**src/sv/cwt_pkg.sv**
```systemverilog
package cwt_pkg;

    localparam int ID_W = 6;

    typedef enum logic [1:0] {
        OP_TOUCH  = 2'd0,
        OP_REMOVE = 2'd1,
        OP_TICK   = 2'd2
    } t_op;

    typedef enum logic [1:0] {
        ST_IDLE,
        ST_SCAN,
        ST_DONE
    } t_state;

    typedef struct packed {
        t_op             op;
        logic [ID_W-1:0] conn_id;
    } t_in;

    typedef struct packed {
        logic [ID_W-1:0] expired_id;
        logic            no_expiry;
        logic            last;
    } t_out;

endpackage

```
**src/sv/connection_timeout_wheel.sv**
```systemverilog
// Idle-connection timing wheel.
// Input channel (i_in_valid / o_in_stall / i_in_beat) carries commands:
//   touch   records conn_id so it expires WHEEL_SLOTS ticks from now,
//   remove  forgets conn_id, tick expires the current slot.
// Output channel (o_out_valid / i_out_stall / o_out_beat) carries one beat per
// expired connection in ascending id order, or a single no_expiry beat when
// the slot is empty; the final beat of a tick has last set.
// Touch and remove are accepted one per cycle while the block is idle and
// give no beat. A tick holds o_in_stall high while the slot table is swept,
// one entry per cycle through the registered slot memory while the sweep is
// not paused, and until the final beat is loaded into the output register.
// The first expired beat passes the memory read and the hold stage before it
// reaches the output register.
// A stalled output holds its beat; the sweep pauses only when a new match
// finds the hold stage occupied and the output still stalled.
// Reset clears all valid bits, the slot pointer and the output valid flag;
// the slot memory itself is not cleared.
module connection_timeout_wheel #(
    parameter int WHEEL_SLOTS     = 16,
    parameter int MAX_CONNECTIONS = 64
) (
    input  logic           i_clk,
    input  logic           i_rst_n,
    input  logic           i_in_valid,
    output logic           o_in_stall,
    input  cwt_pkg::t_in   i_in_beat,
    output logic           o_out_valid,
    input  logic           i_out_stall,
    output cwt_pkg::t_out  o_out_beat
);
    import cwt_pkg::*;

    localparam int SLOT_W = (WHEEL_SLOTS > 1) ? $clog2(WHEEL_SLOTS) : 1;
    localparam int IDX_W  = (MAX_CONNECTIONS > 1) ? $clog2(MAX_CONNECTIONS) : 1;
    localparam int CNT_W  = $clog2(MAX_CONNECTIONS + 1);

    // control and payload registers
    t_state              r_state, n_state;
    logic [CNT_W-1:0]    r_idx, n_idx;
    logic                r_rd_vld, n_rd_vld;
    logic [IDX_W-1:0]    r_rd_idx, n_rd_idx;
    logic [SLOT_W-1:0]   r_rd_slot;
    logic                r_hold_vld, n_hold_vld;
    logic [IDX_W-1:0]    r_hold_idx, n_hold_idx;
    logic [SLOT_W-1:0]   r_cur, n_cur;
    logic                r_out_vld;
    t_out                r_out, n_out;
    logic                r_valid [MAX_CONNECTIONS];

    // slot memory
    logic [SLOT_W-1:0]   mem_slot [MAX_CONNECTIONS];

    logic                load_out;
    logic                out_free;
    logic                mem_we;
    logic [IDX_W-1:0]    mem_waddr;
    logic [SLOT_W-1:0]   mem_wdata;
    logic                rd_en;
    logic                vset;
    logic                vclr;
    logic [IDX_W-1:0]    vidx;
    logic                in_acc;
    logic                id_ok;
    logic                match;
    logic                blocked;

    assign out_free    = !r_out_vld || !i_out_stall;
    assign o_in_stall  = (r_state != ST_IDLE);
    assign in_acc      = i_in_valid && !o_in_stall;
    assign id_ok       = ({1'b0, i_in_beat.conn_id} < (ID_W + 1)'(MAX_CONNECTIONS));
    assign match       = r_rd_vld && r_valid[r_rd_idx] && (r_rd_slot == r_cur);
    assign blocked     = match && r_hold_vld && !out_free;
    assign o_out_valid = r_out_vld;
    assign o_out_beat  = r_out;

    // next state, memory and valid-bit controls
    always_comb begin
        n_state    = r_state;
        n_idx      = r_idx;
        n_rd_vld   = r_rd_vld;
        n_rd_idx   = r_rd_idx;
        n_hold_vld = r_hold_vld;
        n_hold_idx = r_hold_idx;
        n_cur      = r_cur;
        n_out      = r_out;
        load_out   = 1'b0;
        mem_we     = 1'b0;
        mem_waddr  = i_in_beat.conn_id[IDX_W-1:0];
        mem_wdata  = (r_cur == '0) ? SLOT_W'(WHEEL_SLOTS - 1) : r_cur - 1'b1;
        rd_en      = 1'b0;
        vset       = 1'b0;
        vclr       = 1'b0;
        vidx       = i_in_beat.conn_id[IDX_W-1:0];
        case (r_state)
            ST_IDLE: begin
                if (in_acc) begin
                    case (i_in_beat.op)
                        OP_TOUCH: begin
                            mem_we = id_ok;
                            vset   = id_ok;
                        end
                        OP_REMOVE: begin
                            vclr = id_ok;
                        end
                        OP_TICK: begin
                            n_state  = ST_SCAN;
                            n_idx    = '0;
                            n_rd_vld = 1'b0;
                        end
                        default: begin
                        end
                    endcase
                end
            end
            ST_SCAN: begin
                // take a match into the hold stage, pushing the older one out
                if (match && !blocked) begin
                    if (r_hold_vld) begin
                        load_out         = 1'b1;
                        n_out.expired_id = ID_W'(r_hold_idx);
                        n_out.no_expiry  = 1'b0;
                        n_out.last       = 1'b0;
                    end
                    n_hold_vld = 1'b1;
                    n_hold_idx = r_rd_idx;
                    vclr       = 1'b1;
                    vidx       = r_rd_idx;
                end
                // advance the sweep
                if (!blocked) begin
                    rd_en    = (r_idx < CNT_W'(MAX_CONNECTIONS));
                    n_rd_vld = rd_en;
                    n_rd_idx = r_idx[IDX_W-1:0];
                    if (rd_en) begin
                        n_idx = r_idx + 1'b1;
                    end else begin
                        n_state = ST_DONE;
                    end
                end
            end
            ST_DONE: begin
                // emit the final beat and advance the wheel
                if (out_free) begin
                    load_out         = 1'b1;
                    n_out.expired_id = r_hold_vld ? ID_W'(r_hold_idx) : '0;
                    n_out.no_expiry  = !r_hold_vld;
                    n_out.last       = 1'b1;
                    n_hold_vld       = 1'b0;
                    n_cur            = (r_cur == SLOT_W'(WHEEL_SLOTS - 1)) ? '0
                                                                           : r_cur + 1'b1;
                    n_state          = ST_IDLE;
                end
            end
            default: begin
                n_state = ST_IDLE;
            end
        endcase
    end

    // control registers
    always_ff @(posedge i_clk) begin
        if (!i_rst_n) begin
            r_state    <= ST_IDLE;
            r_idx      <= '0;
            r_rd_vld   <= 1'b0;
            r_hold_vld <= 1'b0;
            r_cur      <= '0;
            r_out_vld  <= 1'b0;
        end else begin
            r_state    <= n_state;
            r_idx      <= n_idx;
            r_rd_vld   <= n_rd_vld;
            r_hold_vld <= n_hold_vld;
            r_cur      <= n_cur;
            if (load_out) begin
                r_out_vld <= 1'b1;
            end else if (!i_out_stall) begin
                r_out_vld <= 1'b0;
            end
        end
    end

    // payload registers
    always_ff @(posedge i_clk) begin
        r_rd_idx   <= n_rd_idx;
        r_hold_idx <= n_hold_idx;
        if (load_out) begin
            r_out <= n_out;
        end
    end

    // valid bits
    always_ff @(posedge i_clk) begin
        if (!i_rst_n) begin
            for (int k = 0; k < MAX_CONNECTIONS; k++) begin
                r_valid[k] <= 1'b0;
            end
        end else if (vset) begin
            r_valid[vidx] <= 1'b1;
        end else if (vclr) begin
            r_valid[vidx] <= 1'b0;
        end
    end

    // slot memory: one write port, one registered read port
    always_ff @(posedge i_clk) begin
        if (mem_we) begin
            mem_slot[mem_waddr] <= mem_wdata;
        end
        if (rd_en) begin
            r_rd_slot <= mem_slot[r_idx[IDX_W-1:0]];
        end
    end

    // checks
    a_hold_idle: assert property (@(posedge i_clk) disable iff (!i_rst_n)
        (r_state == ST_IDLE) |-> !r_hold_vld)
        else $error("hold stage occupied outside a tick");

    a_rd_scan: assert property (@(posedge i_clk) disable iff (!i_rst_n)
        r_rd_vld |-> (r_state == ST_SCAN))
        else $error("read stage active outside the sweep");

    a_cur_step: assert property (@(posedge i_clk) disable iff (!i_rst_n)
        (r_cur != $past(r_cur)) |-> ($past(r_state) == ST_DONE))
        else $error("slot pointer moved outside tick completion");

    a_cur_range: assert property (@(posedge i_clk) disable iff (!i_rst_n)
        ({1'b0, r_cur} < (SLOT_W + 1)'(WHEEL_SLOTS)))
        else $error("slot pointer out of range");

    a_none_beat: assert property (@(posedge i_clk) disable iff (!i_rst_n)
        (r_out_vld && r_out.no_expiry) |-> (r_out.last && (r_out.expired_id == '0)))
        else $error("no_expiry beat malformed");

endmodule

```
**config.mk**
```make
export PLATFORM = sky130hd
export DESIGN_NAME = connection_timeout_wheel
export DESIGN_NICKNAME = d
export VERILOG_FILES = /design/src/sv/cwt_pkg.sv /design/src/sv/connection_timeout_wheel.sv
export SDC_FILE = /design/constraint.sdc
export NUM_CORES = 1
export LEC_CHECK = 0
export ABC_AREA = 0
export BUFFER_PORTS_ARGS = -buffer_cell sky130_fd_sc_hd__buf_2
export CAP_MARGIN = 30
export CORE_MARGIN = 2
export CORE_UTILIZATION = 65
export DETAILED_ROUTE_END_ITERATION = 10
export GPL_ROUTABILITY_DRIVEN = 0
export HOLD_SLACK_MARGIN = 0.12
export PLACE_DENSITY = 0.89
export RECOVER_POWER = 25
export SLEW_MARGIN = 20
export SYNTH_ARGS = -nofsm -noshare
export SYNTH_HDL_FRONTEND = slang
export SYNTH_SLANG_ARGS = --single-unit
```
**constraint.sdc**
```tcl
create_clock -name i_clk -period 6.3 [get_ports i_clk]
set_input_delay 0.63 -clock i_clk [delete_from_list [all_inputs] [get_ports i_clk]]
set_output_delay 0.63 -clock i_clk [all_outputs]
set_load 0.1 [all_outputs]
```
# Yosys cells after proc, flatten, opt, wreduce, memory -nomap -nowiden
# Memories as Yosys holds them, arrays and structs flattened. A register that Yosys moved wholly into a read port is not among the register bits.
# Cells that the tools add are included.
[totals]
output_inout_bits = 10
elab_cells = 118
mem_count = 2
regBits = 36
mem_bits_rw = 320
inputBits = 12
[memory_table]
columns = ["name", "words", "word_bits", "read_ports", "rd_ports_with_merged_regs", "wr", "line_no", "text"]
rows = [
  ["mem_slot", 64, 4, 1, 1, 1, "connection_timeout_wheel.sv:51", "logic [SLOT_W-1:0] mem_slot [MAX_CONNECTIONS];"],
  ["r_valid", 64, 1, 1, 1, 64, "connection_timeout_wheel.sv:48", "logic r_valid [MAX_CONNECTIONS];"],
]
[op_classes]
add_sub_neg = 3
eq_ne = 15
muxes = 56
n_reduce_logical = 28
bitwise_logic = 2
order_cmp = 1
[ops]
columns = ["op", "count"]
rows = [
  ["$mux 1", 30],
  ["$mux 6", 5],
  ["$mux 7", 4],
  ["$mux 8", 3],
  ["$pmux 8 s2", 1],
  ["$reduce_and 5->1", 3],
  ["$ne 2x2->1 const B", 7],
  ["$pmux 7 s2", 1],
  ["$mux 2", 5],
  ["$mux 4", 2],
  ["$pmux 1 s2", 4],
  ["$add 7x1->7 const B", 1],
  ["$lt 7x7->1 const B", 1],
  ["$logic_and 1x1->1", 6],
  ["$logic_not 1->1", 6],
  ["$pmux 2 s3", 1],
  ["$reduce_and 2->1", 3],
  ["$reduce_bool 2->1", 3],
  ["$add 4x1->4 const B", 1],
  ["$eq 2x1->1 const B", 2],
  ["$eq 2x2->1 const B", 2],
  ["$eq 4x4->1", 1],
  ["$eq 4x4->1 const B", 1],
  ["$logic_not 2->1", 2],
  ["other kinds (9)", 10],
]

# Logic depth before layout (Yosys ltp)
# Gate-level depths: netlist of run 1.
[depth]
ltp_word = 15
depth_mapped = 12
ltp_nobuf = 10

# Least setup slack after synthesis of run 1
# No wires, ideal clock.
[synth_path]
path_kind = "reg2reg"
startpoint = "reg r_cur[0]"
endpoint = "mem mem_slot[0][3] in the netlist's numbering (data pin)"
stages_incl_launch_ff = 6
required_time_ps = 5580
arrival_time_ps = 3455
path_buffers = 1
path_slack_ps = 2126
setup_time_ps = 720
synth_period_minus_slack_ps = 4174
cell_sequence = "dfxtp_1 clkbuf_1 inv_1 ha_1 a21oi_1 o31ai_1"
[synth_between]
elab_chain_len = 2
word_cells_on_any_way = 3
cone_classes = "1 x add/sub; 1 x mux; 1 x reduce/logical"
[synth_rtl]
columns = ["item", "line_no", "text"]
rows = [
  ["start, declared", "connection_timeout_wheel.sv:45", "logic [SLOT_W-1:0] r_cur, n_cur;"],
  ["start signal, assigned", "connection_timeout_wheel.sv:174", "r_cur <= n_cur;"],
  ["$sub 4x1->4 / $logic_not 4->1 (equally long branches)", "connection_timeout_wheel.sv:89", "mem_wdata = (r_cur == '0) ? SLOT_W'(WHEEL_SLOTS - 1) : r_cur - 1'b1;"],
  ["$mux 4 (*)", "connection_timeout_wheel.sv:89", ""],
  ["net mem_wdata[3]", "connection_timeout_wheel.sv:57", "logic [SLOT_W-1:0] mem_wdata;"],
  ["end, declared", "connection_timeout_wheel.sv:51", ""],
]
# The timed path passes the listed nets; every way through them passes the cells marked *.

# Worst setup path after layout of run 1
[layout_path]
startpoint = "reg r_idx[1]"
endpoint = "reg r_rd_slot[1] (read register of mem_slot) (data pin)"
[layout_between]
elab_chain_len = 3
[layout_rtl]
columns = ["item", "line_no", "text"]
rows = [
  ["start, declared", "connection_timeout_wheel.sv:39", "logic [CNT_W-1:0] r_idx, n_idx;"],
  ["start signal, assigned", "connection_timeout_wheel.sv:171", "r_idx <= n_idx;"],
  ["$lt 7x7->1", "connection_timeout_wheel.sv:131", "rd_en = (r_idx < CNT_W'(MAX_CONNECTIONS));"],
  ["$mux 1", "connection_timeout_wheel.sv:130", "if (!blocked) begin"],
  ["$mux 1", "connection_timeout_wheel.sv:94", "case (r_state)"],
  ["end, declared", "connection_timeout_wheel.sv:42", "logic [SLOT_W-1:0] r_rd_slot;"],
]
# Several ways; a longest one is shown, not always the timed one.
# A chain may end at the register's enable or synchronous reset.

==> impl_metrics.ini, run 1 <==
[placement]
dp_cells = 1319
hpwl_um = 22600
place.port_buffers = 21
dpl-instance-area_um2 = 16000

[global_route]
grt_pass1_vias = 10000
grt_pass1_wl_um = 60200
antenna_found_initial = 2
grt_max_degree = 75
overflow = 0
grt_use_total = 0.315

[route]
viasPerCell = 7.31
ant_nets = 0
routedWlPerCell_um = 29.1
dr_total_vias = 10200
drtPass1Iterations = 11
route.detailed.drc = 1
drtIter0Drc = 1773
drt-total-wl_um = 40500

[synth]
synthXorXnorAreaFrac = 0.00391
synth_top_family_by_area = multiplexers
synth_warnings = 0
ys_types = 58
yosys.area_share.simple = 0.0806
syn_area_um2 = 15700
async_reset_ff_frac = 0
synth_nets = 1053
synthCells = 1033
synthAdderAreaFrac = 0.00638
synth-compound-area-share = 0.0484
synth_edf_count = 280
synth_mux_area_frac = 0.194
ys_top_cells_by_area = edfxtp_1 (54%), mux4_2 (13%), dfxtp_1 (11%), mux2i_1 (4.7%), nor2_1 (2.4%)
synth_area_per_cell_um2 = 15.2
ys_seq_area_frac = 0.646
synth_top_cell_by_area = edfxtp_1
synth_flop_cell = edfxtp_1
synth-seq-cells = 366
synth_top_area_frac = 0.536

[cells_and_area]
final_nets = 1065
postLayoutCellArea_um2 = 17200
final_cell_mix = edfxtp_1 (280), nor2_1 (100), mux4_2 (89)
drive_gt1_frac = 0.170
final_common_cell = edfxtp_1
synthToLayoutAreaGrowth_pct = 9.67
finish.utilization = 0.730
stdcell_count = 1390

[sta]
rsz0062_at_grt = false
worstMarginPinSlew_ps = 2960
skew_ps = 20.4
worst_slew_margin_rel = -0.972
finalSetupViolCount = 0
finalSetupTns_ps = 0
min_period_ps = 4060
max_freq_ghz = 0.246
fin_crit_sh = 0.644
hold_violations = 0
drv_slew = 232

[clock_tree]
cts_hold_buf = 0
h-tree-depth = 2
clk_pin_slew_ps = 60
clk_latency_ps = 530
ctsResizeCount = 0
cts_setup_buffers = 0
clock-sinks = 366
clock_path_buffers = 3
root_buffer = clkbuf_16
cts_tree = yes
cts_buffers = 37

[critical_path]
slowest_delay_ps = 1580
cp_max_fo = 36
crit_arrival_ps = 4320
timing.critical_path.mode_cell = mux4_2
critPathSlowestCell = dfxtp_1
end_kind = flop
worst-setup-path-type = flop to flop
crit_required_ps = 6560
crit_path_start_kind = flop
crit_chain = buf_4 -> mux4_2 -> mux4_2 -> mux4_2

[die]
die_w_um = 159
ios = 22
rows = 56
dieArea_um2 = 25400
die_y_um = 159
core_area_um2 = 23500
start_util = 0.666

[power_and_ir_drop]
power_density_nw_per_um2 = 322
power.leakage_nw = 4.98
power_w = 0.00554
peakVddDrop_v = 0.000289

[flow_run]
maxCapViolCount = 4

[hold_path]
worstHoldPathType = flop to flop

[run_status]
outcome = finished with violations
violations = DRC, capacitance limit, slew limit
-- synthesized netlist by cell type (all sizes together) (2+ instances only) --
library cell and count:
nor2 100, nor2b 5, o22ai 2, o31ai 12, nand3 23, a21oi 66
nand2 83, nand2b 6, nor3b 4, mux2 9, dfxtp 86, edfxtp 280
xnor2 6, a221o 2, nand4b 5, ha 8, and3 2, clkbuf 49
or2 2, a31oi 2, nor3 10, or3 5, nand3b 6, nand4 6
o41ai 2, buf 15, inv 11, o21ai 11, mux4 97, mux2i 73
o211ai 11, a21boi 2, and2 10, o21bai 2, and4 2
-- state kept, by name (all words and copies together), names as in the netlist, named ones only --
signal / flops
r_hold_vld: 1
r_rd_idx: 6
r_rd_vld: 1
mem_slot: 256
o_out_valid: 1
r_hold_idx: 6
r_valid: 64
r_cur: 4
r_state: 2
r_rd_slot: 4
o_out_beat: 8
r_idx: 7
-- power by group --
| part | total (W) | internal (W) | switching (W) |
|---|---|---|---|
| Sequential | 0.00281 | 0.00272 | 0.0000868 |
| Clock | 0.00205 | 0.00114 | 0.000910 |
| Combinational | 0.000678 | 0.000204 | 0.000474 |
| Total | 0.00554 | 0.00406 | 0.00147 |
-- path summary, 6_finish.rpt --
check / to / cells after the start / startpoint / slack [ps]
max: r_rd_slot[1] / 4 / r_idx[1] / 2240
min: r_valid[5] / 2 / r_valid[5] / 460
max reg2reg: r_rd_slot[1] / 4 / r_idx[1] / 2240
min reg2reg: r_valid[5] / 2 / r_valid[5] / 460
-- logic make-up after synthesis --
kind of cell,after synthesis
and+or+nand+nor,274
buffers and inverters,76
adders and majority gates,8
AOI/OAI and AO/OA,123
xor gates and xnor gates,7
DFF,366
muxes,179
-- metal layers --
| layer | track usage | share of wire | vias to the layer above |
|---|---|---|---|
| met3 | 0.0802 | 0.13 | 295 |
| met2 | 0.500 | 0.47 | 984 |
| met5 | 0 | 0 | - |
| li1 | - | - | 4037 |
| met4 | 0.161 | 0.068 | 0 |
| met1 | 0.410 | 0.33 | 4841 |
-- area by class of cell --
type | count | area, um^2
Inverter | 12 | 45.0
Clock inverter | 15 | 123
Sequential cell | 366 | 10100
Fill cell | 1330 | 6350
Multi-Input combinational cell | 591 | 5270
Timing Repair Buffer | 37 | 250
Tap cell | 319 | 399
Antenna cell | 2 | 5.00
Clock buffer | 48 | 977
-- critical path: cells and delay by family, from the launching register on --
| kind | cells | cell delay, ps |
|---|---|---|
| mux | 3 | 1500 |
| buf+inv | 1 | 660 |
| flops | 1 | 1580 |
-- per-stage QoR --
stage	setup slack [ps]	hold slack, ps
global route	2130	466
CTS	2200	456
global placement	2400	441
finish	2240	457
floorplan	2130	406
detailed placement	2210	449
(Power assumes the default switching activity.)
==> inputs of run 2 (changes only) <==
- CORE_UTILIZATION: 65 -> 63
- PLACE_DENSITY: 0.89 -> 0.87
- clock period: 6.3 -> 4.21 ns (I/O delays scaled with it)
==> impl_metrics.ini, run 2 (same netlist as run 1, synthesis figures left out) <==
[cells_and_area]
final_nets = 1075
drive_gt1_frac = 0.188
regMostFlops = mem_slot
n_fill_cell = 1409
final_common_cell = edfxtp_1
largest_reg_flops = 256
synthToLayoutAreaGrowth_pct = 11.2
multi_input_area_um2 = 5270
seqCellArea_um2 = 10100
final_cell_mix = edfxtp_1 (280), nor2_1 (100), mux4_2 (89)
postLayoutCellArea_um2 = 17400

[placement]
hpwl_um = 22800
place.port_buffers = 21
dpl-instance-area_um2 = 16200
pre_cts_ws_ps = 461

[global_route]
grt_pass1_vias = 9933
grt_use_total = 0.310
overflow = 0
grt_pass1_wl_um = 60400
antenna_found_initial = 3
grt_max_degree = 74

[power_and_ir_drop]
power_density_nw_per_um2 = 494
p_sw_w = 0.00222
power.leakage_nw = 5.10
p_int_w = 0.00638
combPwrFrac = 0.117
p_clk_frac = 0.396
peakVddDrop_v = 0.000428
power_w = 0.00860
p_sw_frac = 0.258
power_frac_seq = 0.487

[die]
die_y_um = 162
core_area_um2 = 24400
ios = 22
rows = 57
dieArea_um2 = 26200
start_util = 0.643
die_w_um = 162

[clock_tree]
root_buffer = clkbuf_16
cts_tree = yes
h-tree-depth = 2
clock-sinks = 366
clock_path_buffers = 3
cts_setup_buffers = 0
clk_latency_ps = 540
cts_buffers = 37
ctsResizeCount = 0
clk_pin_slew_ps = 60
cts_hold_buf = 0

[flow_run]
maxCapViolCount = 2

[sta]
max_freq_ghz = 0.270
finalSetupViolCount = 0
worstMarginPinSlew_ps = 1960
worst_slew_margin_rel = -0.309
whs_ps = 369
drv_slew = 42
skew_ps = 33.4
rsz0062_at_grt = false
finalSetupTns_ps = 0
fin_crit_sh = 0.879
min_period_ps = 3700
hold_violations = 0
setup_ws_ps = 508

[route]
viasPerCell = 7.05
drtPass1Iterations = 8
dr_total_vias = 9924
ant_nets = 0
drt-total-wl_um = 40000
drtIter0Drc = 1692
routedWlPerCell_um = 28.4
route.detailed.drc = 0

[run_status]
outcome = finished with violations
violations = capacitance limit, slew limit

[critical_path]
worst-setup-path-type = flop to flop
end_kind = flop
crit_path_start_kind = flop
cp_max_fo = 17
crit_arrival_ps = 4130
crit_required_ps = 4640

[hold_path]
worstHoldPathType = input pin to flop
[run 2: worst max-delay path, cell delays in order (launching register included)]
cell      delay (ps)
dfxtp_1          690
buf_8            240
mux4_1           570
mux2i_1          190
a31oi_1          160
nand2_1          140
o21a_1           630
nand4b_1         380
a21oi_1          310
mux2i_1          290
[run 2: path summary, 6_finish.rpt]
path	startpoint	endpoint	slack, ps	cells after the start
worst max register to register	flop	r_valid[8]	510	9
worst min-delay path	i_out_stall	o_out_valid	370	3
worst min register to register	r_valid[49]	r_valid[49]	450	2
worst max-delay path	flop	r_valid[8]	510	9
[run 2: final cells by class]
type,instances,share of cell area
clock buffer,44,0.0552
inverter,12,0.00258
antenna,2,0.000287
tap,324,0.0233
multi-input combinational,591,0.302
sequential,366,0.581
timing repair buffer,47,0.0195
clock inverter,21,0.0155
[run 2: power groups by stage]
stage | clock [W] | sequential (W) | combinational [W]
floorplan | 0 | 0.00424 | 0.000691
global placement | 0 | 0.00425 | 0.000889
detailed placement | 0 | 0.00426 | 0.000936
CTS | 0.00342 | 0.00418 | 0.000969
global route | 0.00356 | 0.00419 | 0.00106
finish | 0.00341 | 0.00419 | 0.00101
[run 2: metal layers]
metal / GRT usage / up-vias / share of wire
li1: - / 4057 / -
met1: 0.386 / 4854 / 0.34
met2: 0.518 / 810 / 0.49
met3: 0.0684 / 201 / 0.11
met4: 0.160 / 2 / 0.064
met5: 0 / - / 0.00043
[run 2: metrics by stage]
stage          instances   util
2_1_floorplan       1033      -
3_3_place_gp        1337  0.663
3_5_place_dp        1337  0.663
4_1_cts             1402  0.713
5_1_grt             1407  0.715
6_report            1407  0.715
==> inputs of run 3 (changes only) <==
- CTS_CLUSTER_DIAMETER: not set -> 30
- HOLD_SLACK_MARGIN: 0.12 -> 0.1
- REMOVE_ABC_BUFFERS: not set -> 1
==> impl_metrics.ini, run 3 (same netlist as run 1, synthesis figures left out) <==
[route]
drt-met1-wl_um = 14500
drt-total-wl_um = 41300
wl_met2_um = 20100
viasPerCell = 7.03
route.met3.wl_um = 4770
drtIter0Drc = 1709
dr_total_vias = 10200
drtPass1Iterations = 7
routedWlPerCell_um = 28.3
top_layer = met5
route.detailed.drc = 0
ant_nets = 0

[critical_path]
crit_path_start_kind = flop
end_kind = flop
r2r_cells = 10
crit_arrival_ps = 4180
critPathSlowestCell = mux2i_1
crit_chain = buf_6 -> mux4_1 -> mux2i_1 -> a31oi_1 -> nand2_1 -> o21ai_0 -> buf_4 -> mux2i_1 -> a21oi_1 -> mux2i_1
reg2reg_slack_ps = 470
timing.critical_path.mode_cell = mux2i_1
critPathBufInv = 2
cp_top_family = multiplexers
crit_required_ps = 4650
reg2reg_to = r_valid[20]
worst-setup-path-type = flop to flop
cp_max_fo = 13
slowest_delay_ps = 780

[die]
start_util = 0.643
die_y_um = 162
ios = 22
core_area_um2 = 24400
rows = 57
die_w_um = 162
dieArea_um2 = 26200

[clock_tree]
cts_tree = yes
cts_hold_buf = 0
clk_latency_ps = 600
clock_path_buffers = 3
cts_setup_buffers = 0
clk_pin_slew_ps = 60
ctsResizeCount = 0
clock-sinks = 366
h-tree-depth = 2
root_buffer = clkbuf_16
cts_buffers = 60

[power_and_ir_drop]
combPwrFrac = 0.098
peakVddDrop_v = 0.000447
p_sw_w = 0.00270
p_clk_frac = 0.485
p_int_w = 0.00736
power.leakage_nw = 5.49
power_w = 0.0101
p_sw_frac = 0.268
power_frac_seq = 0.416
power_density_nw_per_um2 = 553

[hold_path]
worstHoldPathType = input pin to flop
holdPathEnd = o_out_valid
hp-start = i_out_stall
hold_depth = 3

[sta]
hold_violations = 0
worstMarginPinSlew_ps = 1420
min_period_ps = 3740
fin_crit_sh = 0.888
max_freq_ghz = 0.268
rsz0062_at_grt = false
worst_slew_margin_rel = 0.0514
drv_slew = 0
skew_ps = 32.5
finalSetupViolCount = 0

[global_route]
grt_max_degree = 65
grt_use_total = 0.322
grt_pass1_vias = 10100
overflow = 0
grt_pass1_wl_um = 62900
antenna_found_initial = 2

[run_status]
outcome = complete, no violations

[cells_and_area]
drive_gt1_frac = 0.222
regMostFlops = mem_slot
postLayoutCellArea_um2 = 18200
final_common_cell = edfxtp_1
final_nets = 1100
n_fill_cell = 1277
synthToLayoutAreaGrowth_pct = 16.1
diodes = 0
final_cell_mix = edfxtp_1 (280), nor2_1 (100), mux4_2 (89)
largest_reg_flops = 256
stdcell_count = 1456

[placement]
place.port_buffers = 21
hpwl_um = 22700
dp_cells = 1341
dpl-instance-area_um2 = 16200

[flow_run]
maxCapViolCount = 0
[run 3: per-stage QoR]
step	setup TNS (ps)	utilization	worst slack [ps]	hold WS, ps
floorplan	-34360	-	-589	430
detailed placement	0	0.664	757	450
finish	0	0.746	473	303
global route	0	0.746	359	308
CTS	0	0.748	633	287
global placement	0	0.663	662	438
[run 3: layer usage]
metal	GRT usage	vias up
li1	-	4143
met1	0.433	5012
met2	0.531	876
met3	0.0646	202
met4	0.123	2
met5	0	-
[run 3: worst register-to-register path: cells and delay by family (launching register included)]
kind | cells | cell delay (ps)
AOI/OAI and AO/OA | 3 | 480
DFF | 1 | 750
buffers and inverters | 2 | 460
muxes | 4 | 1810
and+or+nand+nor | 1 | 110
[run 3: layout make-up]
cell class,count,area (um^2),area share
clock buffer,62,1520,0.0835
clock inverter,52,513,0.0282
inverter,12,45.0,0.00247
multi-input combinational,591,5260,0.289
sequential,366,10100,0.557
tap,324,405,0.0223
timing repair buffer,49,334,0.0184
[run 3: worst max path at each step]
stage / startpoint / endpoint / cells after the start
finish: flop / r_valid[20] / 10
detailed placement: flop / r_valid[36] / 11
global route: flop / r_valid[22] / 10
global placement: flop / r_valid[54] / 9
floorplan: flop / r_valid[36] / 8
CTS: flop / r_valid[22] / 10
[run 3: power groups by stage]
stage               Combinational, W  Sequential, W  Clock, W
floorplan                   0.000580        0.00431         0
global placement            0.000895        0.00426         0
detailed placement          0.000945        0.00425         0
finish                      0.000988        0.00419   0.00488
CTS                         0.000978        0.00418   0.00488
global route                 0.00104        0.00420   0.00504
